`config.mk`:
```
export PLATFORM = sky130hd
export DESIGN_NAME = keyframe_time_locator_top
export DESIGN_NICKNAME = d
export VERILOG_FILES = /design/src/sv/kftl_pkg.sv /design/src/sv/keyframe_time_locator_top.sv /design/src/sv/kftl_front.sv /design/src/sv/kftl_back.sv
export SDC_FILE = /design/constraint.sdc
export NUM_CORES = 2
export LEC_CHECK = 0
export ABC_CLOCK_PERIOD_IN_PS = 7250
export BUFFER_PORTS_ARGS = -buffer_cell sky130_fd_sc_hd__buf_2
export CAP_MARGIN = 20
export CORE_MARGIN = 2
export CORE_UTILIZATION = 58
export CTS_BUF_LIST = sky130_fd_sc_hd__clkbuf_16
export DETAILED_ROUTE_END_ITERATION = 16
export PLACE_DENSITY = 0.74
export SLEW_MARGIN = 20
export SYNTH_ARGS = -nofsm -noshare
export SYNTH_HDL_FRONTEND = slang
export SYNTH_SLANG_ARGS = --single-unit
export TNS_END_PERCENT = 50
```
`constraint.sdc`:
```
create_clock -name clk -period 7.25 [get_ports clk]
set_clock_uncertainty 0.1 [all_clocks]
set_input_delay 0 -clock clk [delete_from_list [all_inputs] [get_ports clk]]
set_output_delay 0 -clock clk [all_outputs]
set_load 0.05 [all_outputs]
```
`src/sv/kftl_pkg.sv`:
```
`default_nettype none
package kftl_pkg;

  localparam int REQ_TYPE_W   = 2;
  localparam int KEY_INDEX_W  = 6;
  localparam int KEY_TIME_W   = 32;
  localparam int DELTA_W      = 32;
  localparam int KEY_OUT_W    = 7;
  localparam int FRAC_W       = 16;
  localparam int SPEED_W      = 16;
  localparam int STEP_W       = 7;
  localparam int CFG_INDEX_W  = 2;
  localparam int CFG_DATA_W   = 16;
  localparam int PROD_W       = DELTA_W + SPEED_W;
  localparam int SPEED_FRAC_W = 8;

  localparam logic [REQ_TYPE_W-1:0] REQ_LOAD    = 2'd0;
  localparam logic [REQ_TYPE_W-1:0] REQ_ADVANCE = 2'd1;
  localparam logic [REQ_TYPE_W-1:0] REQ_RESTART = 2'd2;

  localparam logic [CFG_INDEX_W-1:0] CFG_KEY_COUNT   = 2'd0;
  localparam logic [CFG_INDEX_W-1:0] CFG_SEARCH_STEP = 2'd1;
  localparam logic [CFG_INDEX_W-1:0] CFG_LOOP_ENABLE = 2'd2;
  localparam logic [CFG_INDEX_W-1:0] CFG_SPEED       = 2'd3;

  localparam logic [KEY_OUT_W-1:0] NONE_INDEX = 7'h7f;
  localparam logic [FRAC_W-1:0]    FRAC_SAT   = 16'hffff;

  typedef enum logic [1:0] {
    CMD_LOAD,
    CMD_ADVANCE,
    CMD_RESTART,
    CMD_NONE
  } cmd_t;

  typedef struct packed {
    cmd_t                   cmd;
    logic [KEY_INDEX_W-1:0] key_index;
    logic [KEY_TIME_W-1:0]  key_time;
    logic [DELTA_W-1:0]     delta;
  } req_t;

  typedef enum logic [3:0] {
    ST_IDLE,
    ST_MUL,
    ST_ADD,
    ST_WRAP,
    ST_CHECK,
    ST_CMP_FIRST,
    ST_CMP_LAST,
    ST_PROBE,
    ST_CMP_PROBE,
    ST_CMP_IDX,
    ST_CMP_NEXT,
    ST_DIV,
    ST_OUT
  } state_t;

endpackage
`default_nettype wire

```
`src/sv/keyframe_time_locator_top.sv`:
```
`default_nettype none
// Keyframe time locator. Load transactions fill a table of ascending key times and
// track the earliest and latest key; advance transactions move the play time by
// delta_time times speed, wrap or stop at the last key, and then binary-search the
// table for the bracketing keys and a Q0.16 blend fraction. Every transaction
// returns exactly one result. A two-entry queue sits between the input decoder and
// the execution sequencer, and a result register decouples the output side. Restart
// transactions return the play time to the earliest key, clear the finished flag and
// then advance by zero. Loads, advances of a finished clip, unknown requests and any
// advance or restart whose play time does not change skip the search. The single
// read port of the key memory, which serves one probe at a time with a compare state
// after each read, and the one-bit-per-cycle divider set the length of a search.
module keyframe_time_locator_top #(
  parameter int MAX_KEYS  = 64,
  parameter int TIME_BITS = 32
) (
  input  wire logic                                   clk,
  input  wire logic                                   rst_n,
  input  wire logic                                   cfg_we,
  input  wire logic [kftl_pkg::CFG_INDEX_W-1:0]       cfg_index,
  input  wire logic [kftl_pkg::CFG_DATA_W-1:0]        cfg_data,
  input  wire logic                                   in_valid,
  output logic                                        in_stall,
  input  wire logic [kftl_pkg::REQ_TYPE_W-1:0]        in_req_type,
  input  wire logic [kftl_pkg::KEY_INDEX_W-1:0]       in_key_index,
  input  wire logic [kftl_pkg::KEY_TIME_W-1:0]        in_key_time,
  input  wire logic [kftl_pkg::DELTA_W-1:0]           in_delta_time,
  output logic                                        out_valid,
  input  wire logic                                   out_stall,
  output logic signed [kftl_pkg::KEY_OUT_W-1:0]       out_left_key,
  output logic signed [kftl_pkg::KEY_OUT_W-1:0]       out_right_key,
  output logic [kftl_pkg::FRAC_W-1:0]                 out_blend_fraction,
  output logic                                        out_finished,
  output logic [kftl_pkg::KEY_TIME_W-1:0]             out_play_time
);

  logic           q_valid;
  kftl_pkg::req_t q_data;
  logic           q_pop;

  kftl_front u_front (
    .clk           (clk),
    .rst_n         (rst_n),
    .in_valid      (in_valid),
    .in_stall      (in_stall),
    .in_req_type   (in_req_type),
    .in_key_index  (in_key_index),
    .in_key_time   (in_key_time),
    .in_delta_time (in_delta_time),
    .q_valid       (q_valid),
    .q_data        (q_data),
    .q_pop         (q_pop)
  );

  kftl_back #(
    .MAX_KEYS  (MAX_KEYS),
    .TIME_BITS (TIME_BITS)
  ) u_back (
    .clk                (clk),
    .rst_n              (rst_n),
    .cfg_we             (cfg_we),
    .cfg_index          (cfg_index),
    .cfg_data           (cfg_data),
    .q_valid            (q_valid),
    .q_data             (q_data),
    .q_pop              (q_pop),
    .out_valid          (out_valid),
    .out_stall          (out_stall),
    .out_left_key       (out_left_key),
    .out_right_key      (out_right_key),
    .out_blend_fraction (out_blend_fraction),
    .out_finished       (out_finished),
    .out_play_time      (out_play_time)
  );

`ifndef SYNTHESIS
  a_pop_needs_entry: assert property (@(posedge clk) disable iff (!rst_n)
    q_pop |-> q_valid)
    else $error("queue popped while empty");

  a_empty_not_stalled: assert property (@(posedge clk) disable iff (!rst_n)
    !q_valid |-> !in_stall)
    else $error("input stalled with an empty queue");

  a_push_visible: assert property (@(posedge clk) disable iff (!rst_n)
    (in_valid && !in_stall) |=> q_valid)
    else $error("accepted transaction not visible in queue");
`endif

endmodule
`default_nettype wire

```
`src/sv/kftl_front.sv`:
```
`default_nettype none
module kftl_front (
  input  wire logic                               clk,
  input  wire logic                               rst_n,
  input  wire logic                               in_valid,
  output logic                                    in_stall,
  input  wire logic [kftl_pkg::REQ_TYPE_W-1:0]    in_req_type,
  input  wire logic [kftl_pkg::KEY_INDEX_W-1:0]   in_key_index,
  input  wire logic [kftl_pkg::KEY_TIME_W-1:0]    in_key_time,
  input  wire logic [kftl_pkg::DELTA_W-1:0]       in_delta_time,
  output logic                                    q_valid,
  output kftl_pkg::req_t                          q_data,
  input  wire logic                               q_pop
);

  kftl_pkg::req_t entry_r [2];
  kftl_pkg::req_t req;
  logic           wr_ptr_r, wr_ptr_nxt;
  logic           rd_ptr_r, rd_ptr_nxt;
  logic [1:0]     count_r, count_nxt;
  logic           push;

  always_comb begin
    req.key_index = in_key_index;
    req.key_time  = in_key_time;
    req.delta     = in_delta_time;
    case (in_req_type)
      kftl_pkg::REQ_LOAD:    req.cmd = kftl_pkg::CMD_LOAD;
      kftl_pkg::REQ_ADVANCE: req.cmd = kftl_pkg::CMD_ADVANCE;
      kftl_pkg::REQ_RESTART: begin
        req.cmd   = kftl_pkg::CMD_RESTART;
        req.delta = '0;
      end
      default:               req.cmd = kftl_pkg::CMD_NONE;
    endcase
  end

  assign in_stall = (count_r == 2'd2);
  assign push     = in_valid && !in_stall;
  assign q_valid  = (count_r != 2'd0);
  assign q_data   = entry_r[rd_ptr_r];

  always_comb begin
    wr_ptr_nxt = push ? !wr_ptr_r : wr_ptr_r;
    rd_ptr_nxt = q_pop ? !rd_ptr_r : rd_ptr_r;
    count_nxt  = count_r + 2'(push) - 2'(q_pop);
  end

  always_ff @(posedge clk) begin
    if (!rst_n) begin
      wr_ptr_r <= 1'b0;
      rd_ptr_r <= 1'b0;
      count_r  <= 2'd0;
    end else begin
      wr_ptr_r <= wr_ptr_nxt;
      rd_ptr_r <= rd_ptr_nxt;
      count_r  <= count_nxt;
    end
  end

  always_ff @(posedge clk) begin
    if (push) begin
      entry_r[wr_ptr_r] <= req;
    end
  end

endmodule
`default_nettype wire

```
`src/sv/kftl_back.sv`:
```
`default_nettype none
module kftl_back #(
  parameter int MAX_KEYS  = 64,
  parameter int TIME_BITS = 32
) (
  input  wire logic                                   clk,
  input  wire logic                                   rst_n,
  input  wire logic                                   cfg_we,
  input  wire logic [kftl_pkg::CFG_INDEX_W-1:0]       cfg_index,
  input  wire logic [kftl_pkg::CFG_DATA_W-1:0]        cfg_data,
  input  wire logic                                   q_valid,
  input  wire kftl_pkg::req_t                         q_data,
  output logic                                        q_pop,
  output logic                                        out_valid,
  input  wire logic                                   out_stall,
  output logic signed [kftl_pkg::KEY_OUT_W-1:0]       out_left_key,
  output logic signed [kftl_pkg::KEY_OUT_W-1:0]       out_right_key,
  output logic [kftl_pkg::FRAC_W-1:0]                 out_blend_fraction,
  output logic                                        out_finished,
  output logic [kftl_pkg::KEY_TIME_W-1:0]             out_play_time
);

  localparam int IDX_W  = (MAX_KEYS > 1) ? $clog2(MAX_KEYS) : 1;
  localparam int CW     = $clog2(MAX_KEYS + 1);
  localparam int PW     = ((CW > kftl_pkg::STEP_W) ? CW : kftl_pkg::STEP_W) + 1;
  localparam int INC_W  = kftl_pkg::PROD_W - kftl_pkg::SPEED_FRAC_W;
  localparam int SUMW   = ((TIME_BITS > INC_W) ? TIME_BITS : INC_W) + 1;
  localparam int KIW    = kftl_pkg::KEY_INDEX_W + 1;
  localparam int KIC    = (KIW > CW) ? KIW : CW;

  logic [TIME_BITS-1:0] key_mem [MAX_KEYS];
  logic [TIME_BITS-1:0] rd_data_r;
  logic                 mem_we;
  logic [IDX_W-1:0]     mem_waddr;
  logic [TIME_BITS-1:0] mem_wdata;
  logic [IDX_W-1:0]     mem_raddr;

  logic [kftl_pkg::KEY_OUT_W-1:0] key_count_r;
  logic [kftl_pkg::STEP_W-1:0]    search_step_r;
  logic                           loop_enable_r;
  logic [kftl_pkg::SPEED_W-1:0]   speed_r;

  kftl_pkg::state_t state_r, state_nxt;

  logic [TIME_BITS-1:0]           cur_r, cur_nxt;
  logic [TIME_BITS-1:0]           prev_r, prev_nxt;
  logic                           prev_valid_r, prev_valid_nxt;
  logic                           done_r, done_nxt;
  logic [TIME_BITS-1:0]           start_r, start_nxt;
  logic [TIME_BITS-1:0]           stop_r, stop_nxt;
  logic                           seen_r, seen_nxt;
  logic [kftl_pkg::KEY_OUT_W-1:0] lower_r, lower_nxt;
  logic [kftl_pkg::KEY_OUT_W-1:0] upper_r, upper_nxt;
  logic [kftl_pkg::FRAC_W-1:0]    frac_r, frac_nxt;
  logic [kftl_pkg::DELTA_W-1:0]   del_r, del_nxt;
  logic [kftl_pkg::PROD_W-1:0]    prod_r, prod_nxt;
  logic [IDX_W-1:0]               idx_r, idx_nxt;
  logic [kftl_pkg::STEP_W-1:0]    stride_r, stride_nxt;
  logic [TIME_BITS-1:0]           kl_r, kl_nxt;
  logic [TIME_BITS:0]             rem_r, rem_nxt;
  logic [TIME_BITS-1:0]           den_r, den_nxt;
  logic [kftl_pkg::FRAC_W-1:0]    quo_r, quo_nxt;
  logic [3:0]                     div_cnt_r, div_cnt_nxt;
  logic                           out_valid_r, out_valid_nxt;
  logic                           out_load;

  logic [CW-1:0]        cnt;
  logic [PW-1:0]        probe;
  logic [TIME_BITS-1:0] ktime;
  logic [SUMW-1:0]      sum;
  logic [TIME_BITS-1:0] num;
  logic [TIME_BITS-1:0] den;
  logic [TIME_BITS:0]   shifted;

  always_ff @(posedge clk) begin
    if (!rst_n) begin
      key_count_r   <= 7'd1;
      search_step_r <= 7'd32;
      loop_enable_r <= 1'b1;
      speed_r       <= 16'd256;
    end else if (cfg_we) begin
      case (cfg_index)
        kftl_pkg::CFG_KEY_COUNT:   key_count_r   <= cfg_data[kftl_pkg::KEY_OUT_W-1:0];
        kftl_pkg::CFG_SEARCH_STEP: search_step_r <= cfg_data[kftl_pkg::STEP_W-1:0];
        kftl_pkg::CFG_LOOP_ENABLE: loop_enable_r <= cfg_data[0];
        kftl_pkg::CFG_SPEED:       speed_r       <= cfg_data;
        default: ;
      endcase
    end
  end

  always_comb begin
    if (key_count_r == '0) begin
      cnt = CW'(1);
    end else if (PW'(key_count_r) > PW'(MAX_KEYS)) begin
      cnt = CW'(MAX_KEYS);
    end else begin
      cnt = CW'(key_count_r);
    end
  end

  assign probe     = PW'(idx_r) + PW'(stride_r);
  assign ktime     = TIME_BITS'(q_data.key_time);
  assign sum       = SUMW'(cur_r) + SUMW'(prod_r >> kftl_pkg::SPEED_FRAC_W);
  assign num       = cur_r - kl_r;
  assign den       = (rd_data_r > kl_r) ? (rd_data_r - kl_r) : '0;
  assign shifted   = {rem_r[TIME_BITS-1:0], 1'b0};
  assign mem_waddr = IDX_W'(q_data.key_index);
  assign mem_wdata = ktime;

  always_comb begin
    state_nxt      = state_r;
    cur_nxt        = cur_r;
    prev_nxt       = prev_r;
    prev_valid_nxt = prev_valid_r;
    done_nxt       = done_r;
    start_nxt      = start_r;
    stop_nxt       = stop_r;
    seen_nxt       = seen_r;
    lower_nxt      = lower_r;
    upper_nxt      = upper_r;
    frac_nxt       = frac_r;
    del_nxt        = del_r;
    prod_nxt       = prod_r;
    idx_nxt        = idx_r;
    stride_nxt     = stride_r;
    kl_nxt         = kl_r;
    rem_nxt        = rem_r;
    den_nxt        = den_r;
    quo_nxt        = quo_r;
    div_cnt_nxt    = div_cnt_r;
    q_pop          = 1'b0;
    mem_we         = 1'b0;
    mem_raddr      = '0;
    out_load       = 1'b0;
    case (state_r)
      kftl_pkg::ST_IDLE: begin
        if (q_valid) begin
          q_pop = 1'b1;
          case (q_data.cmd)
            kftl_pkg::CMD_LOAD: begin
              mem_we = (KIC'(q_data.key_index) < KIC'(MAX_KEYS));
              if (!seen_r) begin
                start_nxt = ktime;
                stop_nxt  = ktime;
                seen_nxt  = 1'b1;
              end else begin
                if (ktime < start_r) start_nxt = ktime;
                if (ktime > stop_r)  stop_nxt  = ktime;
              end
              state_nxt = kftl_pkg::ST_OUT;
            end
            kftl_pkg::CMD_ADVANCE: begin
              if (done_r) begin
                state_nxt = kftl_pkg::ST_OUT;
              end else begin
                del_nxt   = q_data.delta;
                state_nxt = kftl_pkg::ST_MUL;
              end
            end
            kftl_pkg::CMD_RESTART: begin
              cur_nxt   = start_r;
              done_nxt  = 1'b0;
              del_nxt   = q_data.delta;
              state_nxt = kftl_pkg::ST_MUL;
            end
            default: state_nxt = kftl_pkg::ST_OUT;
          endcase
        end
      end
      kftl_pkg::ST_MUL: begin
        prod_nxt  = del_r * speed_r;
        state_nxt = kftl_pkg::ST_ADD;
      end
      kftl_pkg::ST_ADD: begin
        if (sum > SUMW'({TIME_BITS{1'b1}})) begin
          cur_nxt = '1;
        end else begin
          cur_nxt = TIME_BITS'(sum);
        end
        state_nxt = kftl_pkg::ST_WRAP;
      end
      kftl_pkg::ST_WRAP: begin
        if (cur_r >= stop_r) begin
          if (loop_enable_r) begin
            cur_nxt = cur_r - stop_r + start_r;
          end else begin
            done_nxt = 1'b1;
            cur_nxt  = stop_r;
          end
        end
        state_nxt = kftl_pkg::ST_CHECK;
      end
      kftl_pkg::ST_CHECK: begin
        if (prev_valid_r && prev_r == cur_r) begin
          state_nxt = kftl_pkg::ST_OUT;
        end else begin
          prev_nxt       = cur_r;
          prev_valid_nxt = 1'b1;
          frac_nxt       = '0;
          if (cnt == CW'(1)) begin
            lower_nxt = '0;
            upper_nxt = '0;
            state_nxt = kftl_pkg::ST_OUT;
          end else begin
            mem_raddr = '0;
            state_nxt = kftl_pkg::ST_CMP_FIRST;
          end
        end
      end
      kftl_pkg::ST_CMP_FIRST: begin
        if (rd_data_r >= cur_r) begin
          lower_nxt = '0;
          upper_nxt = kftl_pkg::NONE_INDEX;
          state_nxt = kftl_pkg::ST_OUT;
        end else begin
          mem_raddr = IDX_W'(cnt - CW'(1));
          state_nxt = kftl_pkg::ST_CMP_LAST;
        end
      end
      kftl_pkg::ST_CMP_LAST: begin
        if (rd_data_r <= cur_r) begin
          lower_nxt = kftl_pkg::NONE_INDEX;
          upper_nxt = kftl_pkg::KEY_OUT_W'(cnt - CW'(1));
          state_nxt = kftl_pkg::ST_OUT;
        end else begin
          idx_nxt    = '0;
          stride_nxt = search_step_r;
          state_nxt  = kftl_pkg::ST_PROBE;
        end
      end
      kftl_pkg::ST_PROBE: begin
        if (stride_r == '0) begin
          mem_raddr = idx_r;
          state_nxt = kftl_pkg::ST_CMP_IDX;
        end else if (probe < PW'(cnt)) begin
          mem_raddr = IDX_W'(probe);
          state_nxt = kftl_pkg::ST_CMP_PROBE;
        end else begin
          stride_nxt = stride_r >> 1;
        end
      end
      kftl_pkg::ST_CMP_PROBE: begin
        if (rd_data_r <= cur_r) begin
          idx_nxt = IDX_W'(probe);
        end
        stride_nxt = stride_r >> 1;
        state_nxt  = kftl_pkg::ST_PROBE;
      end
      kftl_pkg::ST_CMP_IDX: begin
        lower_nxt = kftl_pkg::KEY_OUT_W'(idx_r);
        if (rd_data_r == cur_r) begin
          upper_nxt = kftl_pkg::KEY_OUT_W'(idx_r);
          state_nxt = kftl_pkg::ST_OUT;
        end else begin
          upper_nxt = kftl_pkg::KEY_OUT_W'(idx_r + IDX_W'(1));
          kl_nxt    = rd_data_r;
          mem_raddr = idx_r + IDX_W'(1);
          state_nxt = kftl_pkg::ST_CMP_NEXT;
        end
      end
      kftl_pkg::ST_CMP_NEXT: begin
        if (num >= den) begin
          frac_nxt  = kftl_pkg::FRAC_SAT;
          state_nxt = kftl_pkg::ST_OUT;
        end else begin
          rem_nxt     = {1'b0, num};
          den_nxt     = den;
          quo_nxt     = '0;
          div_cnt_nxt = '0;
          state_nxt   = kftl_pkg::ST_DIV;
        end
      end
      kftl_pkg::ST_DIV: begin
        if (shifted >= {1'b0, den_r}) begin
          rem_nxt = shifted - {1'b0, den_r};
          quo_nxt = {quo_r[kftl_pkg::FRAC_W-2:0], 1'b1};
        end else begin
          rem_nxt = shifted;
          quo_nxt = {quo_r[kftl_pkg::FRAC_W-2:0], 1'b0};
        end
        div_cnt_nxt = div_cnt_r + 4'd1;
        if (div_cnt_r == 4'd15) begin
          frac_nxt  = quo_nxt;
          state_nxt = kftl_pkg::ST_OUT;
        end
      end
      kftl_pkg::ST_OUT: begin
        if (!out_valid_r || !out_stall) begin
          out_load  = 1'b1;
          state_nxt = kftl_pkg::ST_IDLE;
        end
      end
      default: state_nxt = kftl_pkg::ST_IDLE;
    endcase
  end

  always_comb begin
    if (out_load) begin
      out_valid_nxt = 1'b1;
    end else if (!out_stall) begin
      out_valid_nxt = 1'b0;
    end else begin
      out_valid_nxt = out_valid_r;
    end
  end

  always_ff @(posedge clk) begin
    if (!rst_n) begin
      state_r      <= kftl_pkg::ST_IDLE;
      cur_r        <= '0;
      prev_r       <= '0;
      prev_valid_r <= 1'b0;
      done_r       <= 1'b0;
      start_r      <= '0;
      stop_r       <= '0;
      seen_r       <= 1'b0;
      lower_r      <= '0;
      upper_r      <= '0;
      frac_r       <= '0;
      out_valid_r  <= 1'b0;
    end else begin
      state_r      <= state_nxt;
      cur_r        <= cur_nxt;
      prev_r       <= prev_nxt;
      prev_valid_r <= prev_valid_nxt;
      done_r       <= done_nxt;
      start_r      <= start_nxt;
      stop_r       <= stop_nxt;
      seen_r       <= seen_nxt;
      lower_r      <= lower_nxt;
      upper_r      <= upper_nxt;
      frac_r       <= frac_nxt;
      out_valid_r  <= out_valid_nxt;
    end
  end

  always_ff @(posedge clk) begin
    del_r     <= del_nxt;
    prod_r    <= prod_nxt;
    idx_r     <= idx_nxt;
    stride_r  <= stride_nxt;
    kl_r      <= kl_nxt;
    rem_r     <= rem_nxt;
    den_r     <= den_nxt;
    quo_r     <= quo_nxt;
    div_cnt_r <= div_cnt_nxt;
    if (out_load) begin
      out_left_key       <= lower_r;
      out_right_key      <= upper_r;
      out_blend_fraction <= frac_r;
      out_finished       <= done_r;
      out_play_time      <= kftl_pkg::KEY_TIME_W'(cur_r);
    end
  end

  always_ff @(posedge clk) begin
    if (mem_we) begin
      key_mem[mem_waddr] <= mem_wdata;
    end
    rd_data_r <= key_mem[mem_raddr];
  end

  assign out_valid = out_valid_r;

endmodule
`default_nettype wire
```
==> results.py <==
metrics = {
    "run_status": {
        "status": "finished clean",
    },
    "placement": {
        "dpl.hpwl_mm": 275,
        "place_ws_ps": -43.9,
        "gp_congestion": 0.961,
        "portBuffers": 159,
        "placed_area_um2": 141000,
        "place_inst": 14249,
    },
    "logic_synthesis": {
        "synthArstFlopShare_pct": 0,
        "postSynthAreaPerCell_um2": 12.1,
        "synth_edf_count": 2455,
        "synth.distinct_cells": 94,
        "yosys.area.top_type": "edfxtp_1",
        "synth_seq_cells": 2689,
        "synth_area_um2": 133000,
        "synthTopCellsByArea": "edfxtp_1 55%, fa_1 6.8%, nand2_1 6.3%",
        "synth_top_area_share_pct": 55.4,
        "synth-seq-area-share_pct": 58.9,
        "synthCells": 11038,
        "synth_ff_type": "edfxtp_1",
        "yosysWarnings": 0,
        "syn_nets": 12043,
    },
    "layout": {
        "fin_area_um2": 152000,
        "drive_gt1_share_pct": 12.3,
        "nets": 12739,
        "mostFrequentLayoutCell": "edfxtp_1",
        "layout_common_cells": "2455 x edfxtp_1, 2216 x nand2_1, 802 x inv_1",
        "fin_cells": 14973,
        "area_growth_pct": 14.4,
    },
    "setup_path": {
        "path_cells": "ha_1 -> fa_1 -> a21o_1 -> a21oi_1 -> xnor2_1 -> inv_1 -> ha_1 -> a21o_1 -> a21oi_1 -> o211a_1 -> o21ai_2 -> o21ai_2 -> a31o_4 -> buf_12 -> buf_12 -> buf_4 -> nand2_1 -> and3_1 -> a311oi_1 -> nor3_1 -> or4_1 -> a31oi_1 -> buf_4",
        "worstSetupPathType": "flip-flop to flip-flop",
        "crit_buf_inv": 5,
        "crit_family": "compound AO/OA/AOI/OAI gates",
        "worstRegToRegCells": 23,
        "cpPeakStageDelay_ps": 620,
        "worst-path-max-fanout": 51,
        "endpoint": "u_back.rd_data_r[21]$_DFF_P_",
        "startpoint": "u_back.idx_r[0]$_SDFFCE_PN0P_",
        "rrSetupSlack_ps": 270,
        "cp.depth": 23,
        "critPathSlowestCell": "or4_1",
        "startpoint_type": "flip-flop",
        "timing.rr.start": "u_back.idx_r[0]$_SDFFCE_PN0P_",
        "worst_setup_path_end_kind": "flip-flop",
        "crit_required_ps": 8040,
        "arrival_ps": 7770,
        "worstReg2RegEnd": "u_back.rd_data_r[21]$_DFF_P_",
    },
    "clock_tree": {
        "cts_sinks": 2689,
        "cts.clk_slew.worst_paths_ps": 60,
        "cts_made_buffers": 298,
        "clockBufferDepth": 4,
        "h-tree-depth": 5,
        "tritoncts": "built",
        "clkLatencyLatePin_ps": 970,
        "clk_root_buffer_cell": "clkbuf_16",
    },
    "routing": {
        "drtIter0Drc": 12413,
        "vias_per_cell": 6.37,
        "dr_total_vias": 95399,
        "wl_mm": 413,
        "ant_nets": 0,
        "drc": 0,
        "dr.pass1.iters": 8,
        "wl_per_cell_um": 27.6,
    },
    "floorplan": {
        "initial_core_util_pct": 58.4,
        "dieHeight_um": 483,
        "io_pins": 160,
        "core_um2": 228000,
        "die-area_um2": 233000,
        "die_x_um": 483,
        "num_rows": 175,
    },
    "timing": {
        "hold_violations": 0,
        "max_freq_mhz": 143,
        "rsz0062_at_grt": "no",
        "drv_slew": 0,
        "setup_ws_ps": 271,
        "slew_headroom_pct": 20.1,
        "min_period_ps": 6980,
        "fin_crit_sh_pct": 96.3,
        "hold_slack_ps": 56.8,
        "setup_violations": 0,
        "worst_pin_slew_ps": 1200,
    },
    "power": {
        "power.density_nw_per_um2": 332,
        "power.leakage_nw": 58.4,
        "p_total_mw": 50.5,
        "ir_worst_vdd_v": 0.000312,
    },
    "grt": {
        "grt_pass1_wl_mm": 603,
        "grt_overflow": 0,
        "grt_start_max_net_pins": 115,
        "grt_usage_pct": 34.8,
        "grt_pass1_vias": 93283,
        "antenna_found_initial": 51,
    },
    "run": {
        "maxCapViolCount": 0,
    },
    "worst_hold_path": {
        "hold_class": "input port to flip-flop",
    },
}
[logic make-up (layout without fill, tap and decap cells)]
logic type               after synthesis  in the layout  share of synthesized area (%)
AND/OR/NAND/NOR                     4099           4099                           13.8
flip-flops                          2689           2689                           58.9
AO/OA/AOI/OAI                       1518           1518                           7.91
buffers and inverters               1317           2223                           4.06
adder cells (fa/ha/maj)              910            910                           11.1
multiplexers                         281            281                           2.77
XOR/XNOR                             224            224                           1.47
other                                  0             20                              0
[state kept, by name (all words and copies together), names as in the netlist, 15 cells and up, named ones only]
signal and count:
u_back.prod_r 40, u_back.speed_r 16, u_back.key_mem 2048, u_back.start_r 32, u_back.frac_r 16, u_back.rd_data_r 32
u_back.prev_r 32, u_back.den_r 32, u_back.rem_r 32, u_back.quo_r 15, u_front.entry_r 144, u_back.kl_r 32
u_back.out_blend_fraction 16, u_back.cur_r 32, u_back.out_play_time 32, u_back.stop_r 32, u_back.del_r 32
[per-stage QoR]
step,setup TNS (ps),util [%]
floorplan,0,-
global placement,-5.50,61.9
detailed placement,-106,62.0
CTS,0,66.8
global route,0,66.8
finish,0,66.8
[worst min-delay path by stage]
| stage | startpoint | slack [ps] | cells past startpoint | end |
|---|---|---|---|---|
| after CTS | in_valid | 6 | 5 | u_front.wr_ptr_r$_SDFFE_PN0P_ |
| final | in_delta_time[31] | 60 | 3 | u_front.entry_r[0][31]$_DFFE_PP_ |
| after floorplan | in_key_time[0] | -1 | 0 | u_front.entry_r[0][32]$_DFFE_PP_ |
| after global placement | in_key_time[14] | 90 | 1 | u_front.entry_r[1][46]$_DFFE_PP_ |
| after global routing | in_delta_time[31] | 50 | 3 | u_front.entry_r[0][31]$_DFFE_PP_ |
| after detailed placement | in_key_time[28] | 100 | 1 | u_front.entry_r[1][60]$_DFFE_PP_ |
[worst min-delay path, delay by kind of cell]
family	cells	cell delay, ps
buffers and inverters	2	740
AND/OR/NAND/NOR	1	180
[cells in the mapped netlist, types with 191 or more instances]
cell / instances
o21ai_0: 222
a311oi_1: 264
dfxtp_1: 234
buf_2: 191
nand2_1: 2218
clkbuf_1: 297
ha_1: 457
a21oi_1: 362
nand3_1: 338
nor2_1: 475
and3_1: 320
edfxtp_1: 2455
inv_1: 737
and2_1: 281
fa_1: 453
[power breakdown]
group	total, mW	switching (mW)	internal (mW)	leakage (nW)
Combinational	16.6	10.8	5.79	29.6
Sequential	19.6	0.610	19.0	24.1
Clock	14.3	6.07	8.23	4.71
Total	50.5	17.5	33.0	58.4
[layout make-up]
cell class                      count  area, um^2
Antenna cell                       20        50.0
Timing Repair Buffer              972        8160
Tap cell                         3009        3760
Sequential cell                  2689       78400
Fill cell                       16153       75600
Multi-Input combinational cell   7032       50100
Clock inverter                    203        1370
Inverter                          741        2790
Clock buffer                      307        7680
[routing by layer]
| metal | track usage [%] | vias to the layer above | routed length [um] |
|---|---|---|---|
| met5 | 0 | - | 103 |
| met4 | 21.1 | 16 | 29300 |
| met3 | 7.25 | 1323 | 46800 |
| met2 | 54.3 | 6131 | 189000 |
| met1 | 45.0 | 47037 | 148000 |
| li1 | - | 40892 | - |
[timing repair]
item / in CTS / in global routing
setup buffers: 0 / 0
resized for setup: 1 / 8
hold buffers: 193 / 0
endpoints found under the setup margin: 6 / 12
endpoints found under the hold margin: 302 / 0
Note: power is estimated with default switching activity, not from simulation.
